==> src/mrpfc_pkg.sv <==
// ----------------------------------------------------------------------------
// mrpfc_pkg
// Types and constants shared by the masked RGB pixel format converter.
// ----------------------------------------------------------------------------
package mrpfc_pkg;

   // sizes
   localparam int MAX_ROW_PIXELS_DEF = 4096;
   localparam int CSR_INDEX_W        = 3;
   localparam int CSR_DATA_W         = 32;
   localparam int ACC_W              = 40;
   localparam int SB_W               = 6;
   localparam int ROW_PIX_REG_W      = 13;

   // register indexes
   typedef enum logic [CSR_INDEX_W-1:0] {
      CSR_SOURCE_BITS   = 3'd0,
      CSR_RED_MASK      = 3'd1,
      CSR_GREEN_MASK    = 3'd2,
      CSR_BLUE_MASK     = 3'd3,
      CSR_ALPHA_PRESENT = 3'd4,
      CSR_TARGET_FORMAT = 3'd5,
      CSR_ROW_PIXELS    = 3'd6
   } csr_index_type;

   // target layouts
   typedef enum logic [1:0] {
      FMT_RGB555   = 2'd0,
      FMT_RGB888   = 2'd1,
      FMT_XRGB8888 = 2'd2
   } target_format_type;

   // register reset values
   localparam logic [SB_W-1:0]          SOURCE_BITS_RST = 6'd16;
   localparam logic [31:0]              RED_MASK_RST    = 32'h0000_7c00;
   localparam logic [31:0]              GREEN_MASK_RST  = 32'h0000_03e0;
   localparam logic [31:0]              BLUE_MASK_RST   = 32'h0000_001f;
   localparam logic [1:0]               TARGET_FMT_RST  = FMT_RGB555;
   localparam logic [ROW_PIX_REG_W-1:0] ROW_PIXELS_RST  = 13'd1;

   // source pixel width bounds
   localparam logic [SB_W-1:0] SRC_BITS_MIN = 6'd9;
   localparam logic [SB_W-1:0] SRC_BITS_MAX = 6'd32;

   // target field masks
   localparam logic [31:0] MASK555_R = 32'h0000_7c00;
   localparam logic [31:0] MASK555_G = 32'h0000_03e0;
   localparam logic [31:0] MASK555_B = 32'h0000_001f;
   localparam logic [31:0] MASK888_R = 32'h00ff_0000;
   localparam logic [31:0] MASK888_G = 32'h0000_ff00;
   localparam logic [31:0] MASK888_B = 32'h0000_00ff;

   // target pixel widths and field widths
   localparam logic [SB_W-1:0] TBITS_555   = 6'd16;
   localparam logic [SB_W-1:0] TBITS_888   = 6'd24;
   localparam logic [SB_W-1:0] TBITS_8888  = 6'd32;
   localparam logic [3:0]      FIELD_W_555 = 4'd5;
   localparam logic [3:0]      FIELD_W_888 = 4'd8;

endpackage

==> src/masked_rgb_pixel_format_convert.sv <==
// ----------------------------------------------------------------------------
// masked_rgb_pixel_format_convert
// Converts a packed bitfield RGB scanline byte stream to 555 or 888 pixels.
// ----------------------------------------------------------------------------
// Usage:
//   req_* carries one scanline byte per word, row padding included. Source
//   pixels are packed LSB first; each row is padded to a 4-byte boundary.
//   rsp_* carries one converted pixel per word, with rsp_row_last set on the
//   final pixel of a row. Padding bytes are taken but produce no word.
//   csr_* writes the format registers; write only while the block is idle.
// Timing:
//   Unless a result stalls, a byte is taken every clock: one byte per cycle,
//   set by the single result register behind the unpack and convert logic.
//   The pixel a byte completes shows on rsp_* the cycle after its acceptance.
// Reset:
//   Synchronous reset restores the default 16-bit 555 source format, a row of
//   one pixel, and clears the accumulator, the counters and the result valid.
// Stall:
//   While a result waits and rsp_ready is low, req_ready drops; it stays high
//   when the pending result is taken in the same cycle.
// ----------------------------------------------------------------------------
module masked_rgb_pixel_format_convert
   import mrpfc_pkg::*;
#(
   parameter int MAX_ROW_PIXELS = MAX_ROW_PIXELS_DEF
)
(
   input  logic                   clock,
   input  logic                   reset,
   input  logic                   req_valid,
   output logic                   req_ready,
   input  logic [7:0]             req_src_byte,
   output logic                   rsp_valid,
   input  logic                   rsp_ready,
   output logic [31:0]            rsp_pixel_out,
   output logic                   rsp_row_last,
   input  logic                   csr_we,
   input  logic [CSR_INDEX_W-1:0] csr_index,
   input  logic [CSR_DATA_W-1:0]  csr_wdata
);

   localparam int PIX_W  = $clog2(MAX_ROW_PIXELS + 1);
   localparam int BYTE_W = PIX_W + 2;
   localparam int PROD_W = PIX_W + SB_W;

   // narrow one field: shift out low bits so the span fits the target width
   function automatic logic [7:0] pick_field(logic [31:0] code, logic [31:0] mask,
                                             logic [3:0] fbits);
      logic [SB_W-1:0] lo;
      logic [SB_W-1:0] hi1;
      logic [SB_W-1:0] lo_top;
      logic [SB_W-1:0] sh;
      lo  = '0;
      hi1 = '0;
      for (int i = 31; i >= 0; i--) begin
         if (mask[i]) lo = SB_W'(i);
      end
      for (int i = 0; i < 32; i++) begin
         if (mask[i]) hi1 = SB_W'(i + 1);
      end
      lo_top = lo + SB_W'(fbits);
      sh = (hi1 > lo_top) ? (hi1 - SB_W'(fbits)) : lo;
      return 8'((code & mask) >> sh);
   endfunction

   // configuration registers
   logic [SB_W-1:0]          source_bits_ff;
   logic [31:0]              red_mask_ff;
   logic [31:0]              green_mask_ff;
   logic [31:0]              blue_mask_ff;
   logic                     alpha_present_ff;
   logic [1:0]               target_format_ff;
   logic [ROW_PIX_REG_W-1:0] row_pixels_ff;

   // row state
   logic [ACC_W-1:0]  acc_ff, acc_in;
   logic [SB_W-1:0]   held_ff, held_in;
   logic [PIX_W-1:0]  pixel_ff, pixel_in;
   logic [BYTE_W-1:0] byte_ff, byte_in;

   // result register
   logic        rsp_valid_ff;
   logic [31:0] rsp_pixel_ff;
   logic        rsp_last_ff;

   // datapath
   logic [SB_W-1:0]   sb;
   logic [PIX_W-1:0]  rp;
   target_format_type fmt;
   logic [PROD_W-1:0] row_bits;
   logic [BYTE_W-1:0] row_bytes;
   logic [ACC_W-1:0]  acc_merge;
   logic [SB_W-1:0]   held_sum;
   logic [31:0]       code;
   logic              pix_open;
   logic              emit;
   logic [PIX_W:0]    pixel_inc;
   logic [BYTE_W:0]   byte_inc;
   logic              row_done;
   logic [3:0]        fbits;
   logic [SB_W-1:0]   tbits;
   logic [31:0]       tmask_r, tmask_g, tmask_b;
   logic [7:0]        fld_r, fld_g, fld_b;
   logic              passthrough;
   logic [31:0]       pixel_value;
   logic              req_fire;

   // write configuration registers
   always_ff @(posedge clock) begin
      if (reset) begin
         source_bits_ff   <= SOURCE_BITS_RST;
         red_mask_ff      <= RED_MASK_RST;
         green_mask_ff    <= GREEN_MASK_RST;
         blue_mask_ff     <= BLUE_MASK_RST;
         alpha_present_ff <= 1'b0;
         target_format_ff <= TARGET_FMT_RST;
         row_pixels_ff    <= ROW_PIXELS_RST;
      end else if (csr_we) begin
         unique case (csr_index_type'(csr_index))
            CSR_SOURCE_BITS:   source_bits_ff   <= csr_wdata[SB_W-1:0];
            CSR_RED_MASK:      red_mask_ff      <= csr_wdata;
            CSR_GREEN_MASK:    green_mask_ff    <= csr_wdata;
            CSR_BLUE_MASK:     blue_mask_ff     <= csr_wdata;
            CSR_ALPHA_PRESENT: alpha_present_ff <= csr_wdata[0];
            CSR_TARGET_FORMAT: target_format_ff <= csr_wdata[1:0];
            CSR_ROW_PIXELS:    row_pixels_ff    <= csr_wdata[ROW_PIX_REG_W-1:0];
            default: ;
         endcase
      end
   end

   // clamp the format registers to their legal ranges
   always_comb begin
      if (source_bits_ff < SRC_BITS_MIN) begin
         sb = SRC_BITS_MIN;
      end else if (source_bits_ff > SRC_BITS_MAX) begin
         sb = SRC_BITS_MAX;
      end else begin
         sb = source_bits_ff;
      end

      if (row_pixels_ff == '0) begin
         rp = PIX_W'(1);
      end else if (32'(row_pixels_ff) > 32'(MAX_ROW_PIXELS)) begin
         rp = PIX_W'(MAX_ROW_PIXELS);
      end else begin
         rp = PIX_W'(row_pixels_ff);
      end

      case (target_format_ff)
         FMT_RGB555: fmt = FMT_RGB555;
         FMT_RGB888: fmt = FMT_RGB888;
         default:    fmt = FMT_XRGB8888;
      endcase
   end

   // padded row length in bytes: whole 32-bit words
   assign row_bits  = PROD_W'(sb) * PROD_W'(rp) + PROD_W'(31);
   assign row_bytes = {PIX_W'(row_bits >> 5), 2'b00};

   // gather the byte and cut out one pixel code
   assign acc_merge = acc_ff | (ACC_W'(req_src_byte) << held_ff);
   assign held_sum  = held_ff + SB_W'(8);
   assign code      = acc_merge[31:0] & (32'hffff_ffff >> (SRC_BITS_MAX - sb));
   assign pix_open  = pixel_ff < rp;
   assign emit      = pix_open && (held_sum >= sb);
   assign pixel_inc = {1'b0, pixel_ff} + (PIX_W+1)'(1);
   assign byte_inc  = {1'b0, byte_ff} + (BYTE_W+1)'(1);
   assign row_done  = byte_inc >= {1'b0, row_bytes};

   // target layout
   always_comb begin
      if (fmt == FMT_RGB555) begin
         fbits   = FIELD_W_555;
         tmask_r = MASK555_R;
         tmask_g = MASK555_G;
         tmask_b = MASK555_B;
      end else begin
         fbits   = FIELD_W_888;
         tmask_r = MASK888_R;
         tmask_g = MASK888_G;
         tmask_b = MASK888_B;
      end
      case (fmt)
         FMT_RGB555: tbits = TBITS_555;
         FMT_RGB888: tbits = TBITS_888;
         default:    tbits = TBITS_8888;
      endcase
   end

   // convert the fields, or pass the code through when layouts match
   assign fld_r = pick_field(code, red_mask_ff, fbits);
   assign fld_g = pick_field(code, green_mask_ff, fbits);
   assign fld_b = pick_field(code, blue_mask_ff, fbits);

   assign passthrough = (sb == tbits) && (red_mask_ff == tmask_r) &&
                        (green_mask_ff == tmask_g) && (blue_mask_ff == tmask_b) &&
                        !alpha_present_ff;

   always_comb begin
      if (passthrough) begin
         pixel_value = code;
      end else if (fmt == FMT_RGB555) begin
         pixel_value = {17'b0, fld_r[4:0], fld_g[4:0], fld_b[4:0]};
      end else begin
         pixel_value = {8'b0, fld_r, fld_g, fld_b};
      end
   end

   // next row state
   always_comb begin
      acc_in   = acc_ff;
      held_in  = held_ff;
      pixel_in = pixel_ff;
      byte_in  = byte_inc[BYTE_W-1:0];
      if (pix_open) begin
         if (emit) begin
            acc_in   = acc_merge >> sb;
            held_in  = held_sum - sb;
            pixel_in = pixel_inc[PIX_W-1:0];
         end else begin
            acc_in  = acc_merge;
            held_in = held_sum;
         end
      end
      if (row_done) begin
         acc_in   = '0;
         held_in  = '0;
         pixel_in = '0;
         byte_in  = '0;
      end
   end

   // handshake: take a byte whenever the result register is free or draining
   assign req_ready = !rsp_valid_ff || rsp_ready;
   assign req_fire  = req_valid && req_ready;

   // advance row state on each accepted byte
   always_ff @(posedge clock) begin
      if (reset) begin
         acc_ff   <= '0;
         held_ff  <= '0;
         pixel_ff <= '0;
         byte_ff  <= '0;
      end else if (req_fire) begin
         acc_ff   <= acc_in;
         held_ff  <= held_in;
         pixel_ff <= pixel_in;
         byte_ff  <= byte_in;
      end
   end

   // result valid: load on a completed pixel, drop when taken
   always_ff @(posedge clock) begin
      if (reset) begin
         rsp_valid_ff <= 1'b0;
      end else if (req_fire) begin
         rsp_valid_ff <= emit;
      end else if (rsp_ready) begin
         rsp_valid_ff <= 1'b0;
      end
   end

   // result payload: hold until replaced
   always_ff @(posedge clock) begin
      if (req_fire && emit) begin
         rsp_pixel_ff <= pixel_value;
         rsp_last_ff  <= (pixel_inc == {1'b0, rp});
      end
   end

   assign rsp_valid     = rsp_valid_ff;
   assign rsp_pixel_out = rsp_pixel_ff;
   assign rsp_row_last  = rsp_last_ff;

endmodule

==> config.mk <==
export PLATFORM = sky130hd
export DESIGN_NAME = masked_rgb_pixel_format_convert
export DESIGN_NICKNAME = d
export VERILOG_FILES = /design/src/mrpfc_pkg.sv /design/src/masked_rgb_pixel_format_convert.sv
export SDC_FILE = /design/constraint.sdc
export NUM_CORES = 1
export LEC_CHECK = 0
export ABC_AREA = 0
export BUFFER_PORTS_ARGS = -buffer_cell sky130_fd_sc_hd__buf_2
export CORE_AREA = 2 2 284 286
export DETAILED_ROUTE_END_ITERATION = 12
export DIE_AREA = 0 0 286 288
export PLACE_DENSITY = 0.43
export SYNTH_ARGS = -nofsm -noshare
export SYNTH_HDL_FRONTEND = slang
export SYNTH_SLANG_ARGS = --single-unit
==> constraint.sdc <==
create_clock -name clock -period 12.65 [get_ports clock]
set_input_delay 1.8975 -clock clock [delete_from_list [all_inputs] [get_ports clock]]
set_output_delay 1.8975 -clock clock [all_outputs]
set_load 0.02 [all_outputs]
# After elaboration in Yosys (flattened, before gate mapping)
# Index checks and enable logic that the tools add are counted.
# classes
add_sub_neg	12
n_mul	1
magnitude_cmp	9
n_eq_ne	13
n_shift	6
muxes	219
bitwise	5
n_reduce_logical	26
# ops
cell	n
6-bit 2-to-1 mux	194
32-bit bitwise AND	4
40-bit 2-to-1 mux	3
32-bit equality test	3
32-bit by 6-bit right shift with 8-bit output	3
13-bit 2-to-1 mux	5
24-bit 2-to-1 mux	2
40-bit OR	1
8-bit by 6-bit left shift with 40-bit output	1
40-bit by 6-bit right shift with 40-bit output	1
32-bit 2-to-1 mux	1
32-bit by 6-bit right shift with 32-bit output (first input constant)	1
18-bit by 5-bit adder with 18-bit output (second input constant)	1
6-bit by 4-bit adder with 6-bit output	3
6-bit > comparator	3
6-bit by 13-bit multiplier with 18-bit output	1
6-bit by 4-bit subtractor with 6-bit output	3
15-bit by 1-bit adder with 16-bit output (second input constant)	1
16-bit by 15-bit greater-or-equal comparator with 1-bit output	1
16-bit 2-to-1 mux	1
2-bit AND reduction	8
15-bit 2-to-1 mux	1
5-bit 2-to-1 mux	3
13-bit by 1-bit adder with 14-bit output (second input constant)	1
other kinds (27)	45
# word_totals
register_bits	226
inputBits	48
out_inout_bits	35
elab_cells	305

# Longest topological paths before layout
# Gate-level depths: netlist of the first run.
# logic_depth
word_depth	38
mapped_depth	41
depth_no_buf	34

# Worst setup path before layout of the first run
# No wires, ideal clock.
# synth_timing
kind	register to register
from	register source_bits_ff[5]
to	register pixel_ff[10]
setup_ns	0.070
arrival_ns	8.677
t_required_ns	12.580
setup_slack_ns	3.902
stages_incl_launch_ff	37
path_buffers	7
synth_period_minus_slack_ns	8.748
path_cell_list	dfxtp_1 -> clkbuf_1 -> o21ba_2 -> and2_1 -> clkbuf_1 -> inv_1 -> buf_1 -> clkbuf_1 -> buf_1 -> nor2_1 -> fa_1 -> inv_1 -> fa_1 -> fa_1 -> inv_1 -> ha_1 -> ha_1 -> a2111oi_0 -> o41a_1 -> o31ai_1 -> o211a_1 -> o21a_1 -> o21a_1 -> o21a_1 -> or2_2 -> ha_1 -> nand3_1 -> or2_2 -> o311a_1 -> nand2_1 -> nand2_1 -> nor3_1 -> or2_2 -> clkbuf_1 -> clkbuf_1 -> o21ai_0 -> a21oi_1
# synth_via
elab_chain_len	8
elab_cells_between_ends	13
cone_classes	add/sub (1); mul (1); order compare (4); mux (3); reduce/logical (4)
# synth_lines
element	line	text
start, declared	masked_rgb_pixel_format_convert.sv:67	logic [SB_W-1:0] source_bits_ff;
start signal, assigned	masked_rgb_pixel_format_convert.sv:120	CSR_SOURCE_BITS: source_bits_ff <= csr_wdata[SB_W-1:0];
6-bit > comparator	masked_rgb_pixel_format_convert.sv:136	end else if (source_bits_ff > SRC_BITS_MAX) begin
6-bit 2-to-1 mux	masked_rgb_pixel_format_convert.sv:136	
6-bit 2-to-1 mux *	masked_rgb_pixel_format_convert.sv:134	if (source_bits_ff < SRC_BITS_MIN) begin
6-bit by 13-bit multiplier with 18-bit output	masked_rgb_pixel_format_convert.sv:158	assign row_bits = PROD_W'(sb) * PROD_W'(rp) + PROD_W'(31);
18-bit by 5-bit adder with 18-bit output	masked_rgb_pixel_format_convert.sv:158	
16-bit by 15-bit greater-or-equal comparator with 1-bit output	masked_rgb_pixel_format_convert.sv:169	assign row_done = byte_inc >= {1'b0, row_bytes};
2-bit nonzero test (no source line)	n/a	
3-bit AND reduction (no source line)	n/a	
end signal, assigned	masked_rgb_pixel_format_convert.sv:248	pixel_ff <= pixel_in;
end, declared	masked_rgb_pixel_format_convert.sv:78	logic [PIX_W-1:0] pixel_ff, pixel_in;
# Mark *: on every way between the ends. The rest lies on a longest branch, timed or not.
# A chain may end at the register's enable or synchronous reset.

# Final worst setup path of the first run
# layout_timing
from	register source_bits_ff[4]
to	register pixel_ff[3]
# Same word-level chain as after synthesis.

==> results of run 1 <==
-- layout make-up --
| class | instances | area share |
|---|---|---|
| multi-input combinational | 2752 | 0.677 |
| sequential | 226 | 0.181 |
| tap | 1060 | 0.0495 |
| timing repair buffer | 151 | 0.0349 |
| clock buffer | 39 | 0.0316 |
| inverter | 141 | 0.0197 |
| clock inverter | 15 | 0.00649 |
-- per-layer routing --
metal  up-vias  share of wire  wire length [um]
li1      12100              -                 -
met1     12800           0.43             49300
met2      1137           0.45             51500
met3       226          0.069              7860
met4         4          0.045              5160
met5         -        0.00024                27
-- worst reg2reg max path, delay by kind of cell, from the launching register on --
| kind | cells | cell delay [ps] |
|---|---|---|
| buffers and inverters | 5 | 1220 |
| DFF | 1 | 310 |
| and+or+nand+nor | 7 | 2060 |
| AOI/OAI and AO/OA | 17 | 3330 |
| adders and majority gates | 6 | 2470 |
-- stage by stage --
| step | hold slack (ps) | area (sq um) | instances | utilization | worst slack [ps] |
|---|---|---|---|---|---|
| 2_1_floorplan | 426 | 24500 | 3380 | - | 3900 |
| 3_3_place_gp | 444 | 25800 | 4330 | 0.324 | 3410 |
| 3_5_place_dp | 449 | 25800 | 4330 | 0.324 | 3160 |
| 4_1_cts | 462 | 26800 | 4384 | 0.337 | 3150 |
| 5_1_grt | 489 | 26800 | 4384 | 0.337 | 2510 |
| 6_report | 461 | 26800 | 4384 | 0.337 | 3130 |
-- layout by cell type (no fill, tap or decap), types with 16 or more instances in the layout --
| master | synthesis | layout |
|---|---|---|
| a211oi_1 | 40 | 37 |
| a21o_1 | 31 | 31 |
| a21oi_1 | 287 | 286 |
| a22oi_1 | 25 | 25 |
| a311oi_1 | 16 | 16 |
| a31oi_1 | 47 | 47 |
| and2_1 | 20 | 20 |
| and3_1 | 31 | 31 |
| buf_2 | 21 | 81 |
| buf_4 | 3 | 69 |
| clkbuf_16 | 0 | 31 |
| dfxtp_1 | 193 | 193 |
| edfxtp_1 | 33 | 33 |
| fa_1 | 46 | 46 |
| ha_1 | 120 | 120 |
| inv_1 | 135 | 134 |
| mux2_2 | 51 | 51 |
| mux2i_1 | 145 | 145 |
| mux4_2 | 18 | 18 |
| nand2_1 | 547 | 547 |
| nand2b_1 | 25 | 25 |
| nand3_1 | 81 | 80 |
| nand3b_1 | 36 | 36 |
| nand4_1 | 26 | 26 |
| nor2_1 | 339 | 334 |
| nor2b_1 | 44 | 44 |
| nor3_1 | 99 | 94 |
| nor4_1 | 49 | 48 |
| o211ai_1 | 38 | 38 |
| o21ai_0 | 133 | 132 |
| o22ai_1 | 21 | 21 |
| o31ai_1 | 32 | 31 |
| or2_2 | 20 | 20 |
| or3_1 | 22 | 22 |
| xnor2_1 | 40 | 40 |
| xor2_1 | 21 | 21 |
-- power groups by stage --
| stage | Sequential, mW | Clock, mW | Combinational, mW |
|---|---|---|---|
| 2_1_floorplan | 0.976 | 0 | 1.72 |
| 3_3_place_gp | 0.946 | 0 | 2.76 |
| 3_5_place_dp | 0.947 | 0 | 2.76 |
| 4_1_cts | 0.933 | 0.921 | 2.77 |
| 5_1_grt | 0.944 | 0.943 | 2.98 |
| 6_report | 0.934 | 0.903 | 2.82 |
-- path summary, 6_finish.rpt --
kind,from,to,slack (ps),cells after the start
worst max register to register,source_bits_ff[4],pixel_ff[3],3130,35
worst max-delay path,source_bits_ff[4],pixel_ff[3],3130,35
worst min-delay path,acc_ff[17],acc_ff[17],460,2
worst min register to register,acc_ff[17],acc_ff[17],460,2
-- sequential cells by signal, summed over array words and instances, names as in the netlist --
| register | flops |
|---|---|
| byte_ff | 15 |
| rsp_valid | 1 |
| red_mask_ff | 32 |
| green_mask_ff | 32 |
| source_bits_ff | 6 |
| held_ff | 6 |
| blue_mask_ff | 32 |
| target_format_ff | 2 |
| pixel_ff | 13 |
| alpha_present_ff | 1 |
| row_pixels_ff | 13 |
| rsp_row_last | 1 |
| rsp_pixel_out | 32 |
| acc_ff | 40 |
-- cells by family (layout without fill, tap and decap cells) --
group / after synthesis / count (layout) / synth area share
DFF: 226 / 226 / 0.198
and+or+nand+nor: 1403 / 1403 / 0.267
AOI/OAI and AO/OA: 906 / 906 / 0.249
xor gates and xnor gates: 61 / 61 / 0.0218
buffers and inverters: 402 / 346 / 0.0645
muxes: 216 / 216 / 0.101
adders and majority gates: 166 / 166 / 0.0990
==> flow_summary.ini, run 1 <==
[logic_synthesis]
synth_cell_types = 107
synth_nets = 3594
yosysSeqAreaShare = 0.198
ys.flop_type = dfxtp_1
synth_largest_area_cell = dfxtp_1
yosysWarningCount = 0
netlist.area_leader.share = 0.158
syn_inst = 3380
synth_edf_count = 33
async_flop_share = 0
ys_top_cells_by_count = 547 x nand2_1, 339 x nor2_1, 287 x a21oi_1
ys_ff_latch = 226
postSynthAreaPerCell_sq_um = 7.24
synthTopCellsByArea = dfxtp_1 16%, nand2_1 8.4%, ha_1 6.1%
syn_area_sq_um = 24500
yosysMostFrequentCell = nand2_1

[timing]
hold_viol_final = 0
max_freq_mhz = 105
min_period_ps = 9520
slew_headroom = 0.154
finalMaxSlewViolations = 0
rsz0062_at_grt = no
finalSetupViolations = 0
finalClockSkew_ps = 21.3
tns_ps = 0
fin_crit_sh = 0.753
worst_slew_pin_slew_ps = 1270

[critical_path]
cp_top_family = compound AO/OA/AOI/OAI gates
path_buf_inv = 5
arrival_ps = 9960
worstPathRequired_ps = 13090
setup.worst_path.start_class = register
cp_common_cell = buf_4
path_max_fanout = 43
setup.worst_path.class = register to register
cp_slowest_cell = nand2_1
end_kind = register
crit_path_max_incr_delay_ps = 720

[die]
die_y_um = 288
row_count = 104
start_util = 0.307
io_pins = 83
core_sq_um = 79600
die_area_sq_um = 82400
die_x_um = 286

[route]
wl_per_cell_um = 26.0
vias = 26300
drc = 0
ant_nets = 0
drt-pass1-iter-count = 6
drt_iter0_markers = 2718
wl_um = 114000
viasPerCell = 5.99

[global_routing]
grt-ovfl-total = 0
grt_max_degree = 91
grt-busiest-layer = met2
grt_pass1_wl_um = 168000
antenna_found_initial = 5
grtUsageTotal = 0.267
gr-usage-met3 = 0.0406
use_met2 = 0.435
grt_pass1_vias = 25200
use_met1 = 0.354

[power]
pwr-share-comb = 0.605
p_per_area_nw_per_um2 = 174
power_frac_seq = 0.201
p_sw_mw = 2.38
intPower_mw = 2.28
clkPwrFrac = 0.194
swShare = 0.510
cellLeakagePower_nw = 10.6
irDropWorstVdd_uv = 84.1
power.total_mw = 4.65

[clock_network]
cts.path.max_buffers = 3
clock-sinks = 226
cts_tree = built
cts_max_level = 1
insertion_delay_ps = 600
cts_setup_buffers = 0
cts-resized-gates = 0
clkSlewWorstSetupHoldPaths_ps = 60
cts_hold_buf = 0
cts_buffers = 30
clock-root-buffer = clkbuf_16

[final_layout]
multi_input_area_sq_um = 18100
fill_cells = 8581
layout-drive-gt1-share = 0.105
layout.nets = 3516
seq_area_sq_um = 4850
area_growth_pct = 9.61
diodes = 0

[run_status]
status = finished clean

[worst_hold_path]
min_path_type = register to register

[place]
gp_congestion = 0.954
portBuffers = 82
detailed_place_hpwl_um = 86600

[flow_run]
maxCapViolations = 0
Note: power is estimated with default switching activity, not from simulation.
==> run 2: changes to the inputs <==
==> constraint.sdc (replaced) <==
create_clock -name clock -period 8.8 [get_ports clock]
set_input_delay 1.32 -clock clock [delete_from_list [all_inputs] [get_ports clock]]
set_output_delay 1.32 -clock clock [all_outputs]
set_load 0.02 [all_outputs]
==> run 2 against run 1 <==
Net effect: sequential power up 43%; setup slack worse by 2600 ps; sequential share of layout area is 0.090 points lower; non-clock buffer count is 21 higher; critical path type unchanged; utilization is 0.17 points higher; flip-flop and latch count is the same; power up 43%; final area up 0.50%; clock power grew 37%; first-iteration DRC count up 7.8%; clock-buffer cell count is 3 higher.
==> flow_summary.ini, run 2 (same netlist as run 1, synthesis figures left out) <==
[timing]
finalSetupViolations = 0
fin_crit_sh = 0.935
min_period_ps = 8220
setup_slack_ps = 576
hold_viol_final = 0
worst_slew_pin_slew_ps = 1370
finalMaxSlewViolations = 0
finalClockSkew_ps = 52.6
slew_headroom = 0.0834
tns_ps = 0
max_freq_mhz = 122
rsz0062_at_grt = no

[die]
row_count = 104
die_y_um = 288
die_area_sq_um = 82400
die_x_um = 286
core_sq_um = 79600
start_util = 0.307
io_pins = 83

[critical_path]
worstPathRequired_ps = 9250
cp_slowest_cell = fa_1
crit_path_start = row_pixels_ff[4]
setup.worst_path.start_class = register
endpoint = pixel_ff[8]
rrSetupSlack_ps = 580
r2r-end = pixel_ff[8]
setup.worst_path.class = register to register
r2r-start = row_pixels_ff[4]
worstRegToRegCells = 34
arrival_ps = 8670
end_kind = register
crit_path_max_incr_delay_ps = 560
path_max_fanout = 17

[clock_network]
cts_setup_buffers = 0
cts_hold_buf = 0
clock-root-buffer = clkbuf_16
clkSlewWorstSetupHoldPaths_ps = 60
insertion_delay_ps = 620
cts.path.max_buffers = 3
cts_max_level = 1
cts_tree = built
cts_buffers = 30
clock-sinks = 226

[power]
power.total_mw = 6.67
p_per_area_nw_per_um2 = 248
irDropWorstVdd_uv = 130
cellLeakagePower_nw = 10.6

[place]
dp_slack_ps = 310
portBuffers = 82
dp.cells = 4351
gp_congestion = 0.967
post_dp_cell_area_sq_um = 25900
detailed_place_hpwl_um = 87200

[final_layout]
layout-drive-gt1-share = 0.110
final_common_cell = nand2_1
seq_area_sq_um = 4850
layout.nets = 3537
largest_reg_flops = 40
final_area_sq_um = 26900
top_register = acc_ff
fill_cells = 8573
area_growth_pct = 10.2
multi_input_area_sq_um = 18100
stdcell_count = 4407
final_cell_mix = 547 x nand2_1, 333 x nor2_1, 286 x a21oi_1

[flow_run]
maxCapViolations = 0

[worst_hold_path]
hp-start = acc_ff[6]
min_path_type = register to register
holdPathStages = 2

[global_routing]
grt_pass1_wl_um = 168000
grt_max_degree = 108
grt-ovfl-total = 0
grt_pass1_vias = 25100
grtUsageTotal = 0.268
antenna_found_initial = 1

[route]
drt-pass1-iter-count = 6
wl_um = 114000
drc = 0
vias = 26500
ant_nets = 0
viasPerCell = 6.01
drt_iter0_markers = 2931
wl_per_cell_um = 25.8

[run_status]
status = finished clean
==> run 2: how the worst min path moves through the flow <==
stage / endpoint
floorplan: acc_ff[17]
global placement: acc_ff[30]
detailed placement: acc_ff[6]
CTS: acc_ff[6]
global route: acc_ff[6]
finish: acc_ff[6]
==> run 2: routing by layer <==
metal / global-route usage / routed length, um / share of wire
met5: 0 / 11 / 0.000097
met4: 0.112 / 5450 / 0.048
met3: 0.0358 / 8130 / 0.071
met2: 0.432 / 51300 / 0.45
met1: 0.360 / 49000 / 0.43
==> run 2: repair_timing <==
item	4_1_cts	5_1_grt
resized for setup	0	5
hold endpoints to repair	0	0
endpoints found under the setup margin	0	27
==> run 2: through the flow <==
| stage | hold slack, ps | utilization |
|---|---|---|
| 3_5_place_dp | 444 | 0.326 |
| 3_3_place_gp | 438 | 0.326 |
| 6_report | 459 | 0.338 |
| 4_1_cts | 454 | 0.338 |
| 2_1_floorplan | 426 | - |
| 5_1_grt | 464 | 0.338 |
==> run 2: report_power, final <==
| group | internal, mW | total, mW | switching, mW |
|---|---|---|---|
| Clock | 0.721 | 1.24 | 0.520 |
| Sequential | 1.23 | 1.34 | 0.109 |
| Combinational | 1.30 | 4.09 | 2.79 |
==> run 2: critical path: cells and delay by family, from the launching register on <==
kind                       cells  cell delay [ps]
DFF                            1              330
AOI/OAI and AO/OA             17             3210
adders and majority gates      5             2230
buffers and inverters          4              510
and+or+nand+nor                8             1740
==> run 2: layout make-up <==
type / count / share of cell area
diodes: 1 / 0.0000929
clock inverters: 13 / 0.00413
inverters: 141 / 0.0196
flip-flops and latches: 226 / 0.180
multi-input cells: 2752 / 0.673
clock buffers: 42 / 0.0325
repair buffers: 172 / 0.0410
well taps: 1060 / 0.0492
